==> src/hdl/dob_pkg.sv <==
package dob_pkg;

  // Sequencer states of the observer step.
  typedef enum logic [3:0] {
    ST_IDLE,
    ST_OBS,
    ST_OBS_WAIT,
    ST_INT,
    ST_INT_WAIT,
    ST_STEP,
    ST_STEP_WAIT,
    ST_SUM,
    ST_DIV,
    ST_DIV_WAIT,
    ST_DONE
  } dob_state_t;

  // Register indexes on the configuration port.
  localparam logic [1:0] REG_GAIN = 2'd0;
  localparam logic [1:0] REG_STEP = 2'd1;
  localparam logic [1:0] REG_AUX  = 2'd2;

  // Reset value of the integration step register.
  localparam int TS_RESET = 66;

endpackage

==> src/hdl/disturbance_observer_compensator.sv <==
// Each accepted input word runs through three passes of the bit-serial multipliers
// and, unless the input gain is zero, one pass of the divider before the result word
// is loaded. A new input word is taken only after the previous one has been loaded.
// Reset (synchronous, active high) loads the gain with 1.0, the step with 66 and
// the observer variable with zero, and empties the output register.
module disturbance_observer_compensator
  import dob_pkg::*;
#(
  parameter int DATA_WIDTH = 32,
  parameter int FRAC_BITS  = 16,
  localparam int APB_W  = (DATA_WIDTH > 32) ? 64 : 32,
  localparam int ADDR_W = (DATA_WIDTH > 32) ? 5 : 4
) (
  input  logic                         clk,
  input  logic                         rst,
  // Configuration port.
  input  logic                         psel,
  input  logic                         penable,
  input  logic                         pwrite,
  input  logic [ADDR_W-1:0]            paddr,
  input  logic [APB_W-1:0]             pwdata,
  output logic [APB_W-1:0]             prdata,
  output logic                         pready,
  // Input words.
  input  logic                         in_valid,
  output logic                         in_ready,
  input  logic signed [DATA_WIDTH-1:0] state_meas,
  input  logic signed [DATA_WIDTH-1:0] drift_term,
  input  logic signed [DATA_WIDTH-1:0] input_gain,
  input  logic signed [DATA_WIDTH-1:0] applied_control,
  input  logic signed [DATA_WIDTH-1:0] nominal_command,
  // Result words.
  output logic                         out_valid,
  input  logic                         out_ready,
  output logic signed [DATA_WIDTH-1:0] disturbance_est,
  output logic signed [DATA_WIDTH-1:0] compensated_command,
  output logic                         divide_fault
);

  localparam int DW = DATA_WIDTH;
  localparam int FB = FRAC_BITS;
  localparam logic [FB:0] TS_ONE = {1'b1, {FB{1'b0}}};
  localparam logic signed [DW+1:0] SUM_MAX = {3'b000, {(DW - 1){1'b1}}};
  localparam logic signed [DW+1:0] SUM_MIN = {3'b111, {(DW - 1){1'b0}}};

  // Sign-extend a data word by two bits so that any sum or difference of two
  // words fits before it is clamped.
  function automatic logic signed [DW+1:0] widen(input logic signed [DW-1:0] a);
    widen = $signed({{2{a[DW-1]}}, a});
  endfunction

  function automatic logic signed [DW-1:0] clamp(input logic signed [DW+1:0] v);
    logic signed [DW-1:0] r;
    if (v > SUM_MAX) begin
      r = SUM_MAX[DW-1:0];
    end else if (v < SUM_MIN) begin
      r = SUM_MIN[DW-1:0];
    end else begin
      r = v[DW-1:0];
    end
    clamp = r;
  endfunction

  // Configuration registers.
  logic [DW-2:0]        gain;
  logic [FB:0]          tstep;
  logic signed [DW-1:0] aux_init;
  logic [1:0]           reg_idx;
  logic                 cfg_wr;

  // Observer state: the auxiliary variable z.
  logic signed [DW-1:0] aux_var;

  // Captured input word and intermediate results of one step.
  logic signed [DW-1:0] x_r;
  logic signed [DW-1:0] f_r;
  logic signed [DW-1:0] g_r;
  logic signed [DW-1:0] u_r;
  logic signed [DW-1:0] usmc_r;
  logic signed [DW-1:0] p_r;
  logic signed [DW-1:0] s_r;
  logic signed [DW-1:0] lz_r;
  logic signed [DW-1:0] zdot_r;
  logic signed [DW-1:0] dhat_r;

  dob_state_t state;
  dob_state_t state_next;

  logic                 mul_start;
  logic                 side_start;
  logic                 div_start;
  logic                 out_load;
  logic                 in_take;
  logic                 g_zero;
  logic signed [DW-1:0] gain_s;
  logic [FB:0]          dt;
  logic signed [DW-1:0] dt_s;
  logic signed [DW-1:0] mul0_a;
  logic signed [DW-1:0] mul0_b;
  logic signed [DW-1:0] mul0_res;
  logic signed [DW-1:0] mul1_res;
  logic signed [DW-1:0] mul2_res;
  logic signed [DW-1:0] div_res;
  logic                 mul0_done;
  logic                 mul1_done;
  logic                 mul2_done;
  logic                 div_done;

  // ------------------------------------------------------------------
  // Configuration port. Accesses complete at once, so pready is tied high.
  // The register index is the word address; writing aux_init also
  // preloads the observer variable straight away.
  // ------------------------------------------------------------------
  assign pready  = 1'b1;
  assign reg_idx = paddr[ADDR_W-1 -: 2];
  assign cfg_wr  = psel & penable & pwrite;

  always_ff @(posedge clk) begin
    if (rst) begin
      gain     <= (DW - 1)'(1) << FB;
      tstep    <= (FB + 1)'(TS_RESET);
      aux_init <= '0;
    end else if (cfg_wr) begin
      unique case (reg_idx)
        REG_GAIN: gain     <= pwdata[DW-2:0];
        REG_STEP: tstep    <= pwdata[FB:0];
        REG_AUX:  aux_init <= $signed(pwdata[DW-1:0]);
        default:  ;
      endcase
    end
  end

  always_comb begin
    unique case (reg_idx)
      REG_GAIN: prdata = APB_W'(gain);
      REG_STEP: prdata = APB_W'(tstep);
      REG_AUX:  prdata = APB_W'(aux_init);
      default:  prdata = '0;
    endcase
  end

  // ------------------------------------------------------------------
  // Arithmetic units. Unit 0 is shared across the three multiply passes:
  // first L*x (alongside g*u on unit 1 and L*z on unit 2), then L*s, then
  // zdot*dt. A step above 1.0 is clamped to exactly 1.0.
  // ------------------------------------------------------------------
  assign gain_s = $signed({1'b0, gain});
  assign dt     = (tstep > TS_ONE) ? TS_ONE : tstep;
  assign dt_s   = $signed(DW'(dt));
  assign g_zero = (g_r == '0);

  always_comb begin
    unique case (state)
      ST_INT: begin
        mul0_a = gain_s;
        mul0_b = s_r;
      end
      ST_STEP: begin
        mul0_a = zdot_r;
        mul0_b = dt_s;
      end
      default: begin
        mul0_a = gain_s;
        mul0_b = x_r;
      end
    endcase
  end

  dob_mul #(.DATA_WIDTH(DW), .FRAC_BITS(FB)) u_mul0 (
    .clk    (clk),
    .rst    (rst),
    .start  (mul_start),
    .op_a   (mul0_a),
    .op_b   (mul0_b),
    .result (mul0_res),
    .done   (mul0_done)
  );

  dob_mul #(.DATA_WIDTH(DW), .FRAC_BITS(FB)) u_mul1 (
    .clk    (clk),
    .rst    (rst),
    .start  (side_start),
    .op_a   (g_r),
    .op_b   (u_r),
    .result (mul1_res),
    .done   (mul1_done)
  );

  dob_mul #(.DATA_WIDTH(DW), .FRAC_BITS(FB)) u_mul2 (
    .clk    (clk),
    .rst    (rst),
    .start  (side_start),
    .op_a   (gain_s),
    .op_b   (aux_var),
    .result (mul2_res),
    .done   (mul2_done)
  );

  // The compensation quotient d_hat/g; only run when g is non-zero.
  dob_div #(.DATA_WIDTH(DW), .FRAC_BITS(FB)) u_div (
    .clk    (clk),
    .rst    (rst),
    .start  (div_start),
    .numer  (dhat_r),
    .denom  (g_r),
    .result (div_res),
    .done   (div_done)
  );

  // ------------------------------------------------------------------
  // Step sequencer.
  // ------------------------------------------------------------------
  always_ff @(posedge clk) begin
    if (rst) begin
      state <= ST_IDLE;
    end else begin
      state <= state_next;
    end
  end

  always_comb begin
    state_next = state;
    in_ready   = 1'b0;
    mul_start  = 1'b0;
    side_start = 1'b0;
    div_start  = 1'b0;
    out_load   = 1'b0;
    unique case (state)
      ST_IDLE: begin
        in_ready = 1'b1;
        if (in_valid) begin
          state_next = ST_OBS;
        end
      end
      ST_OBS: begin
        mul_start  = 1'b1;
        side_start = 1'b1;
        state_next = ST_OBS_WAIT;
      end
      ST_OBS_WAIT: begin
        if (mul0_done && mul1_done && mul2_done) begin
          state_next = ST_INT;
        end
      end
      ST_INT: begin
        mul_start  = 1'b1;
        state_next = ST_INT_WAIT;
      end
      ST_INT_WAIT: begin
        if (mul0_done) begin
          state_next = ST_STEP;
        end
      end
      ST_STEP: begin
        mul_start  = 1'b1;
        state_next = ST_STEP_WAIT;
      end
      ST_STEP_WAIT: begin
        if (mul0_done) begin
          state_next = ST_SUM;
        end
      end
      ST_SUM: begin
        state_next = g_zero ? ST_DONE : ST_DIV;
      end
      ST_DIV: begin
        div_start  = 1'b1;
        state_next = ST_DIV_WAIT;
      end
      ST_DIV_WAIT: begin
        if (div_done) begin
          state_next = ST_DONE;
        end
      end
      ST_DONE: begin
        // Wait here only while the previous result word is still unread.
        if (!out_valid || out_ready) begin
          out_load   = 1'b1;
          state_next = ST_IDLE;
        end
      end
      default: begin
        state_next = ST_IDLE;
      end
    endcase
  end

  assign in_take = in_valid & in_ready;

  // ------------------------------------------------------------------
  // Datapath registers. Every sum is clamped to the word range before it
  // is used again.
  // ------------------------------------------------------------------
  always_ff @(posedge clk) begin
    if (in_take) begin
      x_r    <= state_meas;
      f_r    <= drift_term;
      g_r    <= input_gain;
      u_r    <= applied_control;
      usmc_r <= nominal_command;
    end
    if (state == ST_OBS_WAIT && mul0_done) begin
      p_r  <= mul0_res;
      s_r  <= clamp(widen(f_r) + widen(mul1_res));
      lz_r <= mul2_res;
    end
    if (state == ST_INT_WAIT && mul0_done) begin
      zdot_r <= clamp(-widen(lz_r) - widen(mul0_res));
    end
    if (state == ST_SUM) begin
      dhat_r <= clamp(widen(aux_var) + widen(p_r));
    end
  end

  // The observer variable: preloaded by a configuration write, advanced by
  // one Euler step per input word.
  always_ff @(posedge clk) begin
    if (rst) begin
      aux_var <= '0;
    end else if (cfg_wr && reg_idx == REG_AUX) begin
      aux_var <= $signed(pwdata[DW-1:0]);
    end else if (state == ST_STEP_WAIT && mul0_done) begin
      aux_var <= clamp(widen(aux_var) + widen(mul0_res));
    end
  end

  // ------------------------------------------------------------------
  // Output register. It holds one finished word; the block goes back to
  // idle as soon as the word is loaded, so a new input word can be taken
  // while this one waits to be read.
  // ------------------------------------------------------------------
  always_ff @(posedge clk) begin
    if (rst) begin
      out_valid <= 1'b0;
    end else if (out_load) begin
      out_valid <= 1'b1;
    end else if (out_ready) begin
      out_valid <= 1'b0;
    end
  end

  always_ff @(posedge clk) begin
    if (out_load) begin
      disturbance_est <= dhat_r;
      divide_fault    <= g_zero;
      // With a zero input gain the nominal command passes unchanged.
      compensated_command <= g_zero ? usmc_r : clamp(widen(usmc_r) - widen(div_res));
    end
  end

endmodule

==> src/hdl/dob_mul.sv <==
module dob_mul #(
  parameter int DATA_WIDTH = 32,
  parameter int FRAC_BITS  = 16
) (
  input  logic                         clk,
  input  logic                         rst,
  input  logic                         start,
  input  logic signed [DATA_WIDTH-1:0] op_a,
  input  logic signed [DATA_WIDTH-1:0] op_b,
  output logic signed [DATA_WIDTH-1:0] result,
  output logic                         done
);

  localparam int DW = DATA_WIDTH;
  localparam int FB = FRAC_BITS;
  localparam int PW = 2 * DW;
  localparam int CW = $clog2(DW + 1);
  localparam logic [DW-1:0] POS_MAX = {1'b0, {(DW - 1){1'b1}}};
  localparam logic [DW-1:0] NEG_MIN = {1'b1, {(DW - 1){1'b0}}};

  logic [DW-1:0] a_mag;
  logic [DW-1:0] b_mag;
  logic [DW-1:0] ma;
  logic [DW-1:0] hi;
  logic [DW-1:0] lo;
  logic          neg;
  logic [CW-1:0] cnt;
  logic [DW:0]   sum;
  logic [PW-1:0] prod;
  logic [PW-1:0] shifted;
  logic          ovf_pos;
  logic          ovf_neg;

  assign a_mag = op_a[DW-1] ? (~op_a + 1'b1) : op_a;
  assign b_mag = op_b[DW-1] ? (~op_b + 1'b1) : op_b;

  // One multiplier bit per cycle: add the multiplicand when the bit is set,
  // then shift the partial product and the multiplier right together.
  assign sum = {1'b0, hi} + {1'b0, (lo[0] ? ma : {DW{1'b0}})};

  always_ff @(posedge clk) begin
    if (rst) begin
      cnt  <= '0;
      done <= 1'b0;
    end else begin
      done <= 1'b0;
      if (start) begin
        cnt <= CW'(DW);
      end else if (cnt != '0) begin
        cnt  <= cnt - 1'b1;
        done <= (cnt == CW'(1));
      end
    end
  end

  always_ff @(posedge clk) begin
    if (start) begin
      ma  <= a_mag;
      lo  <= b_mag;
      hi  <= '0;
      neg <= op_a[DW-1] ^ op_b[DW-1];
    end else if (cnt != '0) begin
      hi <= sum[DW:1];
      lo <= {sum[0], lo[DW-1:1]};
    end
  end

  // Drop the fraction bits, truncating the magnitude, then saturate.
  assign prod    = {hi, lo};
  assign shifted = prod >> FB;
  assign ovf_pos = |shifted[PW-1:DW-1];
  assign ovf_neg = (|shifted[PW-1:DW]) | (shifted[DW-1] & (|shifted[DW-2:0]));

  always_comb begin
    if (neg) begin
      result = ovf_neg ? $signed(NEG_MIN) : $signed(~shifted[DW-1:0] + 1'b1);
    end else begin
      result = ovf_pos ? $signed(POS_MAX) : $signed(shifted[DW-1:0]);
    end
  end

endmodule

==> src/hdl/dob_div.sv <==
module dob_div #(
  parameter int DATA_WIDTH = 32,
  parameter int FRAC_BITS  = 16
) (
  input  logic                         clk,
  input  logic                         rst,
  input  logic                         start,
  input  logic signed [DATA_WIDTH-1:0] numer,
  input  logic signed [DATA_WIDTH-1:0] denom,
  output logic signed [DATA_WIDTH-1:0] result,
  output logic                         done
);

  localparam int DW = DATA_WIDTH;
  localparam int FB = FRAC_BITS;
  localparam int QW = DW + FB;
  localparam int CW = $clog2(QW + 1);
  localparam logic [DW-1:0] POS_MAX = {1'b0, {(DW - 1){1'b1}}};
  localparam logic [DW-1:0] NEG_MIN = {1'b1, {(DW - 1){1'b0}}};

  logic [DW-1:0] n_mag;
  logic [DW-1:0] d_mag;
  logic [DW-1:0] md;
  logic [QW-1:0] dv;
  logic [DW-1:0] rem;
  logic [QW-1:0] quot;
  logic          neg;
  logic [CW-1:0] cnt;
  logic [DW:0]   trial;
  logic [DW:0]   diff;
  logic          fits;
  logic          ovf_pos;
  logic          ovf_neg;

  assign n_mag = numer[DW-1] ? (~numer + 1'b1) : numer;
  assign d_mag = denom[DW-1] ? (~denom + 1'b1) : denom;

  // Restoring division, one quotient bit per cycle. The remainder stays
  // below the divisor, so it never needs more than DW bits.
  assign trial = {rem, dv[QW-1]};
  assign diff  = trial - {1'b0, md};
  assign fits  = trial >= {1'b0, md};

  always_ff @(posedge clk) begin
    if (rst) begin
      cnt  <= '0;
      done <= 1'b0;
    end else begin
      done <= 1'b0;
      if (start) begin
        cnt <= CW'(QW);
      end else if (cnt != '0) begin
        cnt  <= cnt - 1'b1;
        done <= (cnt == CW'(1));
      end
    end
  end

  always_ff @(posedge clk) begin
    if (start) begin
      dv   <= {n_mag, {FB{1'b0}}};
      md   <= d_mag;
      rem  <= '0;
      quot <= '0;
      neg  <= numer[DW-1] ^ denom[DW-1];
    end else if (cnt != '0) begin
      dv   <= {dv[QW-2:0], 1'b0};
      rem  <= fits ? diff[DW-1:0] : trial[DW-1:0];
      quot <= {quot[QW-2:0], fits};
    end
  end

  assign ovf_pos = |quot[QW-1:DW-1];
  assign ovf_neg = (|quot[QW-1:DW]) | (quot[DW-1] & (|quot[DW-2:0]));

  always_comb begin
    if (neg) begin
      result = ovf_neg ? $signed(NEG_MIN) : $signed(~quot[DW-1:0] + 1'b1);
    end else begin
      result = ovf_pos ? $signed(POS_MAX) : $signed(quot[DW-1:0]);
    end
  end

endmodule

==> config.mk <==
export PLATFORM = sky130hd
export DESIGN_NAME = disturbance_observer_compensator
export DESIGN_NICKNAME = d
export VERILOG_FILES = /design/src/hdl/dob_pkg.sv /design/src/hdl/disturbance_observer_compensator.sv /design/src/hdl/dob_mul.sv /design/src/hdl/dob_div.sv
export SDC_FILE = /design/constraint.sdc
export NUM_CORES = 2
export LEC_CHECK = 0
export ABC_AREA = 1
export BUFFER_PORTS_ARGS = -buffer_cell sky130_fd_sc_hd__buf_2
export CAP_MARGIN = 15
export CORE_AREA = 2 2 428 430
export CTS_BUF_LIST = sky130_fd_sc_hd__clkbuf_16
export DETAILED_ROUTE_END_ITERATION = 10
export DIE_AREA = 0 0 430 432
export GPL_ROUTABILITY_DRIVEN = 1
export PLACE_DENSITY = 0.54
export SYNTH_ARGS = -nofsm -noshare
export SYNTH_HDL_FRONTEND = slang
export SYNTH_SLANG_ARGS = --single-unit
==> constraint.sdc <==
create_clock -name clk -period 13.7 [get_ports clk]
set_input_delay 2.055 -clock clk [delete_from_list [all_inputs] [get_ports clk]]
set_output_delay 2.055 -clock clk [all_outputs]
set_load 0.005 [all_outputs]
==> results.toml <==
[status]
status = "complete, no violations"

[yosys]
ys_ff_latch = 965
ys.flop_type = "edfxtp_1"
avgSynthCellArea_um2 = 7.59
yosysSeqAreaShare_pct = 40.9
async_flop_share_pct = 0
synth_cell_type_count = 74
syn_nets = 8839
synth_area_um2 = 62900
synthCells = 8290
yosysWarnings = 0
synth_edf_count = 644

[timing]
fin_hold_ws_ps = 428
rsz0062_at_grt = "no"
setup_tns_ps = 0
finalCritPeriodShare_pct = 48.7
clock-skew-final_ps = 50.7
worst_slew_pin_slew_ps = 1230
fin_ws_ps = 7030
setup_violations = 0
relSlewSlack_pct = 17.4
hold_viol = 0
fin_crit_ps = 6670
slew_viol_final = 0
max_freq_ghz = 0.150

[placement]
hpwl_mm = 155
dpl.cell_count = 10800
io_buffer_count = 299
place.gp.congestion = 0.960
pre_cts_ws_ps = 6840

[cts]
cts_num_sinks = 965
htreeDepth = 3
postCtsSetupBuffers = 0
cts_resized = 0
clkSlewWorstSetupHoldPaths_ps = 70
cts_buffers = 115
clk_latency_ps = 780
cts_hold_buf = 0
root_buffer = "clkbuf_16"
clockBufferDepth = 3
cts_tree = "built"

[worst_setup_path]
slowest_delay_ps = 730
startpoint_type = "register"
path_class = "reg -> reg"
cp_common_cell = "nand2_1"
cp_max_fo = 26
worst-path-buf-inv = 8
critical_path_required_ps = 14190
worstSetupEndpointType = "register"
slowest_stage = "nor2_1"
critPathTopFamily = "simple AND/OR/NAND/NOR gates"
arrival_ps = 7160

[layout]
largest-register = "u_div.quot"
fin_cells = 11000
num-nets-final = 9076
drive_above_1_share_pct = 7.82
largest_reg_flops = 48
fillers = 18900
final_common_cell = "nand2_1"
final_cell_mix = "nand2_1 (2072), inv_1 (1163), nor2_1 (732)"
area_delta_synth_final_pct = 12.4

[detailed_routing]
via_per_inst = 5.01
wirelength_mm = 201
dr.pass1.iters = 6
antenna_left = 0
num_vias = 55200
wire_per_inst_um = 18.2
drc_errors = 0
drt_iter0_drc = 3954

[power_and_ir_drop]
peakVddDrop_uv = 121
p_leak_uw = 0.0328
power.density_nw_per_um2 = 222

[die]
ios = 303
start_util_pct = 34.6
fp.dieH_um = 432
die_x_um = 430
coreArea_um2 = 182000
row_count = 157
dieArea_um2 = 186000

[global_route]
grt_pass1_wl_mm = 308
grt_max_degree = 110
grt_pass1_vias = 53000
grt-ovfl-total = 0
antenna_found_initial = 4
grt_usage_pct = 21.1

[flow_run]
cap_violations = 0

[hold_path]
hp-class = "reg -> reg"
-- through the flow --
| stage | util (%) | power, µW | area, µm² |
|---|---|---|---|
| 6_report | 38.9 | 15700 | 70700 |
| 5_1_grt | 38.9 | 17100 | 70700 |
| 4_1_cts | 38.9 | 15800 | 70700 |
| 3_5_place_dp | 36.8 | 12600 | 66900 |
| 3_3_place_gp | 36.8 | 12600 | 66900 |
| 2_1_floorplan | - | 10400 | 63000 |
-- kinds of logic after synthesis --
logic type	Yosys count	synth area share [%]
xor gates and xnor gates	444	6.18
adders and majority gates	346	6.98
DFF	965	40.9
buffers and inverters	1405	8.57
and+or+nand+nor	3536	23.3
AOI/OAI and AO/OA	1590	14.0
other	1	0.00596
muxes	3	0.0934
-- layer usage --
metal | part of all wire, % | up-vias | GRT usage [%]
li1 | - | 27900 | -
met1 | 48 | 25500 | 29.6
met2 | 44 | 1450 | 33.6
met3 | 5.3 | 272 | 2.75
met4 | 3.1 | 0 | 6.58
met5 | 0 | - | 0
-- final timing paths --
kind	slack (ps)	start	to	cells past startpoint
setup / recovery	7030	u_mul0.lo[17]	zdot_r[12]	35
hold / removal	430	gain[1]	u_mul2.ma[1]	0
setup reg to reg	7030	u_mul0.lo[17]	zdot_r[12]	35
hold reg to reg	430	gain[1]	u_mul2.ma[1]	0
-- Yosys cell counts (21+ instances only) --
cell type / n / area share (%)
dfxtp_1: 321 / 10
xor2_1: 319 / 4.4
o21ai_0: 612 / 4.9
ha_1: 337 / 6.7
o22ai_1: 37 / 0.37
nand4_1: 75 / 0.75
nor3_1: 139 / 1.1
xnor2_1: 125 / 1.7
o21ai_1: 66 / 0.52
inv_1: 1138 / 6.8
a21oi_1: 564 / 4.5
inv_2: 21 / 0.13
buf_2: 36 / 0.29
o211ai_1: 39 / 0.47
nor2_2: 21 / 0.21
nor4_1: 60 / 0.60
clkbuf_1: 188 / 1.1
a21o_1: 40 / 0.48
a31oi_1: 55 / 0.55
or2_2: 22 / 0.22
edfxtp_1: 644 / 31
nand3_1: 324 / 2.6
nand3b_1: 21 / 0.25
nand2_1: 2076 / 12
nor2_1: 742 / 4.4
o21bai_1: 41 / 0.49
-- area by class of cell --
type	count	area, µm²	share of cell area (%)
Antenna cell	1	2.50	0.00354
Clock inverter	101	752	1.06
Sequential cell	965	25800	36.4
Timing Repair Buffer	359	1980	2.80
Clock buffer	119	2980	4.21
Multi-Input combinational cell	5920	31900	45.1
Tap cell	2385	2980	4.22
Inverter	1166	4380	6.19
-- where the power goes --
group	total [µW]	internal (µW)	leakage (µW)	switching (µW)
sequential	4790	4230	0.00876	558
clock	3060	1720	0.00193	1330
combinational	7860	2540	0.0221	5320
Power figures use the tool's default switching activity.
